==> config.mk <==
export PLATFORM = sky130hd
export DESIGN_NAME = tlbpat_ctrl
export DESIGN_NICKNAME = d
export VERILOG_FILES = /design/src/tlbpat_pkg.sv /design/src/tlbpat_ctrl.sv
export SDC_FILE = /design/constraint.sdc
export NUM_CORES = 1
export LEC_CHECK = 0
export BUFFER_PORTS_ARGS = -buffer_cell sky130_fd_sc_hd__buf_4
export CORE_AREA = 2 2 39 41
export DETAILED_ROUTE_END_ITERATION = 12
export DIE_AREA = 0 0 41 43
export SYNTH_ARGS = -nofsm -noshare
export SYNTH_HDL_FRONTEND = slang
export SYNTH_SLANG_ARGS = --single-unit
==> constraint.sdc <==
create_clock -name clk -period 2.8 [get_ports clk]
set_clock_uncertainty 0.2 [all_clocks]
set_input_delay 0.14 -clock clk [delete_from_list [all_inputs] [get_ports clk]]
set_output_delay 0.14 -clock clk [all_outputs]
set_load 0.02 [all_outputs]
==> src/tlbpat_pkg.sv <==
// Shared constants, result kinds and controller/datapath interface structs
// for the paged address translator. No dependencies.
`default_nettype none

package tlbpat_pkg;

    // Address split: page number above, byte offset below
    localparam int unsigned ADDR_W      = 16;
    localparam int unsigned OFFSET_W    = 8;
    localparam int unsigned PAGE_W      = ADDR_W - OFFSET_W;
    localparam int unsigned FRAME_W     = 8;
    localparam int unsigned BYTE_W      = 8;
    localparam int unsigned PAGE_COUNT  = 1 << PAGE_W;
    localparam int unsigned FRAME_COUNT = 1 << FRAME_W;
    localparam int unsigned MEM_ADDR_W  = FRAME_W + OFFSET_W;
    localparam int unsigned MEM_DEPTH   = 1 << MEM_ADDR_W;

    // TLB geometry
    localparam int unsigned TLB_ENTRIES = 16;
    localparam int unsigned TLB_IDX_W   = $clog2(TLB_ENTRIES);

    localparam int unsigned COUNT_W = 16;

    // Stream payload widths
    localparam int unsigned IN_DATA_W  = 24;
    localparam int unsigned IN_USER_W  = 1;
    localparam int unsigned OUT_FIELD_W = BYTE_W + PAGE_W + FRAME_W + 3 + 2 * COUNT_W;
    localparam int unsigned OUT_DATA_W = 64;
    localparam int unsigned OUT_PAD_W  = OUT_DATA_W - OUT_FIELD_W;
    localparam int unsigned OUT_USER_W = 2;

    // Input request opcodes
    localparam logic OP_TRANSLATE = 1'b0;
    localparam logic OP_FILL      = 1'b1;

    typedef enum logic [OUT_USER_W-1:0] {
        KIND_VALUE = 2'd0,
        KIND_FILL  = 2'd1,
        KIND_ERROR = 2'd2
    } kind_t;

    // Commands from the controller to the datapath
    typedef struct packed {
        logic load_item;   // capture request, start page-table read
        logic do_hit;      // TLB hit: count, read frame memory
        logic do_table;    // table hit: refill TLB, read frame memory
        logic do_fault;    // allocate frame, emit fill request
        logic fill_write;  // store one fill byte
        logic fill_read;   // read the byte of the pending access
        logic emit_value;  // load output with the memory byte
        logic emit_error;  // load output with an error result
    } dp_cmd_t;

    // Status from the datapath to the controller
    typedef struct packed {
        logic op;
        logic pending;
        logic tlb_hit;
        logic pt_valid;
        logic fill_last;
        logic out_free;
    } dp_status_t;

endpackage

`default_nettype wire

==> src/tlbpat_ctrl.sv <==
// Sequencing state machine of the paged address translator.
// Depends on tlbpat_pkg for the command and status structs.
`default_nettype none

module tlbpat_ctrl (
    input  wire logic                  clk,
    input  wire logic                  rst_n,
    input  wire logic                  s_axis_tvalid,
    output logic                       s_axis_tready,
    input  wire tlbpat_pkg::dp_status_t status,
    output tlbpat_pkg::dp_cmd_t        cmd
);

    typedef enum logic [1:0] {
        S_IDLE,
        S_LOOKUP,
        S_FILLRD,
        S_READ
    } state_t;

    state_t state_reg;
    state_t state_next;
    logic   order_error;

    assign s_axis_tready = (state_reg == S_IDLE);

    // Translate while filling, or fill with nothing pending
    assign order_error = (status.op == tlbpat_pkg::OP_TRANSLATE) ? status.pending
                                                                  : !status.pending;

    always_comb
    begin
        state_next = state_reg;
        cmd        = '0;
        unique case (state_reg)
            S_IDLE:
            begin
                if (s_axis_tvalid)
                begin
                    cmd.load_item = 1'b1;
                    state_next    = S_LOOKUP;
                end
            end
            S_LOOKUP:
            begin
                priority if (order_error)
                begin
                    if (status.out_free)
                    begin
                        cmd.emit_error = 1'b1;
                        state_next     = S_IDLE;
                    end
                end
                else if (status.op == tlbpat_pkg::OP_FILL)
                begin
                    cmd.fill_write = 1'b1;
                    state_next     = status.fill_last ? S_FILLRD : S_IDLE;
                end
                else if (status.tlb_hit)
                begin
                    cmd.do_hit = 1'b1;
                    state_next = S_READ;
                end
                else if (status.pt_valid)
                begin
                    cmd.do_table = 1'b1;
                    state_next   = S_READ;
                end
                else
                begin
                    // hold the fault until the output register can take it
                    if (status.out_free)
                    begin
                        cmd.do_fault = 1'b1;
                        state_next   = S_IDLE;
                    end
                end
            end
            S_FILLRD:
            begin
                cmd.fill_read = 1'b1;
                state_next    = S_READ;
            end
            S_READ:
            begin
                if (status.out_free)
                begin
                    cmd.emit_value = 1'b1;
                    state_next     = S_IDLE;
                end
            end
            default:
            begin
                state_next = S_IDLE;
            end
        endcase
    end

    always_ff @(posedge clk or negedge rst_n)
    begin
        if (!rst_n)
        begin
            state_reg <= S_IDLE;
        end
        else
        begin
            state_reg <= state_next;
        end
    end

endmodule

`default_nettype wire

==> impl_metrics.ini, run 1 <==
[outcome]
status = completed

[floorplanning]
rows = 14
die_width_um = 41
start_util_pct = 15.2
die_area_um2 = 1760
dieHeight_um = 43
core_area_um2 = 1380
pin_count = 18

[grt]
grt_pass1_wl_um = 814
grt_pass1_vias = 201
antenna_found_initial = 0
grt_start_max_net_pins = 9
overflow = 0
grt.total_usage_pct = 6.63

[flow_run]
max-cap-violations = 0

[timing]
setup_tns_ps = 0
min_period_ps = 1680
max_slew_margin_pct = 83.1
setup_violations = 0
finalHoldViolations = 0
slew_violations = 0
fin_ws_ps = 1120
fin_crit_sh_pct = 60.0
tightest_slew_ps = 250
hold_slack_ps = 42.8
fmax_ghz = 0.595
rsz0062_at_grt = false

[critical_path]
cp-start-kind = flip-flop
cp_slowest_cell = dfrtp_1
crit_path_cell_trace = nand2b_1 > nor4_2 > and3b_1 > buf_4
reg2reg_slack_ps = 1600
slowest_delay_ps = 430
required_ps = 2460
worstSetupEndpointType = output port
worst-setup-path-type = reg -> out
arrival_ps = 1340
crit_fanout = 8

[cts]
cts-resized-gates = 0
cts_inserted_buffers = 3
root_buffer = clkbuf_4
cts_tree = yes
clk_latency_ps = 220
cts.sinks = 2
cts.htree.levels = 1
cts.path.max_buffers = 2
cts.clk_slew.worst_paths_ps = 30

[detailed_routing]
firstDrtPassIters = 4
via_per_inst = 4.11
drtIter0Drc = 2
wl_um = 527
vias = 255
wl_per_cell_um = 8.50
ant_nets = 0
drc = 0

[min_path]
hp-class = in -> async

[cells_and_area]
n_fill_cell = 145
syn_to_final_growth_pct = 85.7
drive_gt1_share_pct = 54.3
largest_reg_flops = 2
nets = 58
antennaDiodeCount = 0
final_core_util_pct = 28.2

[synth]
syn_nets = 35
synth_cell_types = 17
syn_inst = 25
ys_ff_latch = 2
netlist_area_um2 = 210
syn_area_per_cell_um2 = 8.41
ys_seq_area_share_pct = 23.8
ys_warn_count = 0

[placed_design]
pre_cts_ws_ps = 1260
portBuffers = 17
gp_congestion = 0.742

[pwr]
p_leak_nw = 0.202
p_total_mw = 0.308
peakVddDrop_v = 0.000168
p_per_area_nw_per_um2 = 789
[final timing paths]
check                                to         start  cells after the start
max                              cmd[4]  state_reg[1]                      4
min                        state_reg[1]         rst_n                      2
max reg2reg                state_reg[1]  state_reg[1]                      3
min reg2reg                state_reg[0]  state_reg[1]                      1
max in group asynchronous  state_reg[0]         rst_n                      2
min in group clk           state_reg[1]     status[1]                      4
[where the power goes]
part	internal (mW)	switching (mW)
Combinational	0.0917	0.0862
Clock	0.0471	0.0138
Sequential	0.0437	0.0255
Total	0.182	0.125
[synthesized netlist by cell type, drive strengths merged]
master	instances	area (µm²)
a22o	1	8.76
and2	3	20.0
and2b	2	17.5
and3	2	13.8
and3b	1	8.76
dfrtp	2	50.1
ha	1	12.5
nand2	3	11.3
nand2b	1	6.26
nor2	3	11.3
nor4	2	18.8
nor4b	1	8.76
o21ai	1	5.00
o22a	2	17.5
[cells by family after synthesis]
family | share of synthesized area, %
and+or+nand+nor | 55.4
AOI/OAI and AO/OA | 14.9
DFF | 23.8
adders and majority gates | 5.95
[final cells by class]
class / instances / area (µm²) / share of cell area, %
multi-input combinational: 23 / 160 / 41.0
timing repair buffer: 18 / 138 / 35.3
sequential: 2 / 50.0 / 12.8
clock buffer: 3 / 22.5 / 5.77
tap: 16 / 20.0 / 5.13
[layer usage]
metal	wire length, µm	track usage [%]	part of all wire (%)	up-vias
met5	0	0	0	-
met4	0	4.00	0	0
met3	56	1.57	11	0
met2	225	8.13	43	11
met1	245	9.97	46	108
li1	-	-	-	136
[what timing repair did]
| action | 4_1_cts | 5_1_grt |
|---|---|---|
| hold endpoints to repair | 2 | 0 |
| hold buffers | 1 | 0 |
| setup buffers | 0 | 0 |
[metrics by stage]
stage	instances	area, µm²
3_3_place_gp	58	358
5_1_grt	62	390
2_1_floorplan	25	210
3_5_place_dp	58	358
4_1_cts	62	390
6_report	62	390
[worst max-delay path, delay by kind of cell, from the launching register on]
| kind | cells | cell delay, ps |
|---|---|---|
| AND/OR/NAND/NOR | 3 | 550 |
| flip-flops | 1 | 430 |
| buffers and inverters | 1 | 130 |
[cells in the final DEF (no fill, tap or decap), drive strengths merged]
cell type / instances
buf: 17
nor4b: 1
o22a: 2
and3: 2
and2: 3
dlygate4sd3: 1
a22o: 1
nand2: 3
nor4: 2
clkbuf: 3
ha: 1
o21ai: 1
and2b: 2
nor2: 3
dfrtp: 2
nand2b: 1
and3b: 1
(Power assumes the default switching activity.)
==> run 2: changes to the inputs <==
clock period = 1.7 ns   (was 2.8 ns; I/O delays follow)
==> impl_metrics.ini, run 2 (synthesis gave the netlist of run 1 again) <==
[outcome]
status = completed

[placed_design]
placed_area_um2 = 358
place_hpwl_um = 435
portBuffers = 17
gp_congestion = 0.743

[cts]
cts.clk_slew.worst_paths_ps = 30
postCtsSetupBuffers = 0
clk_latency_ps = 220
root_buffer = clkbuf_4
cts.htree.levels = 1
cts_inserted_buffers = 3
cts.path.max_buffers = 2
cts_tree = yes
cts.sinks = 2

[timing]
slew_violations = 0
setup_tns_ps = 0
fin_crit_sh_pct = 94.0
rsz0062_at_grt = false
tightest_slew_ps = 265
setup_violations = 0
max_slew_margin_pct = 82.4
fmax_ghz = 0.626
finalHoldViolations = 0
min_period_ps = 1600

[pwr]
p_leak_nw = 0.216
p_per_area_nw_per_um2 = 1280
peakVddDrop_v = 0.000415

[grt]
grt_pass1_vias = 233
antenna_found_initial = 0
overflow = 0
grt_pass1_wl_um = 800
grt.total_usage_pct = 6.93
grt_start_max_net_pins = 9

[critical_path]
worstSetupEndpointType = output port
crit_fanout = 8
arrival_ps = 1310
required_ps = 1410
slowest_delay_ps = 440
cpLargestDelayFamily = simple AND/OR/NAND/NOR gates
worst-setup-path-type = reg -> out
cp_num_buf_inv = 1
cp-start-kind = flip-flop
cp_slowest_cell = dfrtp_1
crit_path_cell_trace = nand2b_4 > nor4_2 > and3b_1 > buf_4

[flow_run]
max-cap-violations = 0

[detailed_routing]
drc = 0
vias = 275
ant_nets = 0
drtIter0Drc = 4
wl_um = 559
wl_per_cell_um = 8.73
firstDrtPassIters = 2
via_per_inst = 4.30

[floorplanning]
start_util_pct = 15.2
dieHeight_um = 43
rows = 14
core_area_um2 = 1380
pin_count = 18
die_area_um2 = 1760
die_width_um = 41

[cells_and_area]
layout_commonest_cell = buf_4
final_cell_mix = buf_4, nor2_1, nand2_1, clkbuf_4, dlygate4sd3_1
antennaDiodeCount = 0
final_core_util_pct = 30.7
largest_reg_flops = 2
n_fill_cell = 157
drive_gt1_share_pct = 56.3
syn_to_final_growth_pct = 102
nets = 60
post-route-cell-area_um2 = 424

[min_path]
hp-class = in -> reg
[run 2: cell count changes in the layout (fill, tap and decap cells not counted), sizes merged]
cell         change
dlygate4sd3      +2
[run 2: report_power, final]
part | switching, mW | total (mW) | internal, mW
Clock | 0.0276 | 0.106 | 0.0780
Sequential | 0.0505 | 0.122 | 0.0718
Combinational | 0.144 | 0.313 | 0.170
Total | 0.222 | 0.541 | 0.320
[run 2: stage by stage]
stage               std cells  setup WS [ps]  total power [mW]  hold slack [ps]
floorplan                  25           70.8             0.292             -411
global placement           58            258             0.405             -331
detailed placement         58            255             0.406             -332
CTS                        64           52.2             0.524             5.99
global route               64           37.8             0.588             19.0
finish                     64            102             0.541             10.4
[run 2: metal layers]
layer	vias up	wire [µm]	global-route usage, %
met5	-	0	0
met4	0	0	6.00
met3	0	53	3.14
met2	11	248	9.38
met1	121	258	7.74
li1	143	-	-
[run 2: area by class of cell]
type	instances	area, µm²	area share, %
Timing Repair Buffer	20	158	37.2
Sequential cell	2	50.0	11.8
Tap cell	16	20.0	4.72
Clock buffer	3	22.5	5.31
Multi-Input combinational cell	23	174	41.0
[run 2: worst reg2reg max path, stage by stage (launching register included)]
cell	delay [ps]
dfrtp_1	480
nand2_1	80
o22a_1	180
o22a_1	190
[run 2: final timing paths]
kind / endpoint / cells past startpoint / from / slack (ps)
max in group asynchronous: state_reg[0] / 3 / rst_n / 660
min reg2reg: state_reg[1] / 1 / state_reg[1] / 460
max: cmd[4] / 4 / state_reg[1] / 100
min in group asynchronous: state_reg[1] / 3 / rst_n / 520
min: state_reg[0] / 3 / status[0] / 10
max reg2reg: state_reg[0] / 3 / state_reg[0] / 460
[run 2: what timing repair did]
| action | 4_1_cts | 5_1_grt |
|---|---|---|
| hold buffers | 3 | 0 |
| gates resized for setup | 0 | 2 |
| endpoints found under the setup margin | 0 | 2 |
| hold endpoints to repair | 3 | 0 |
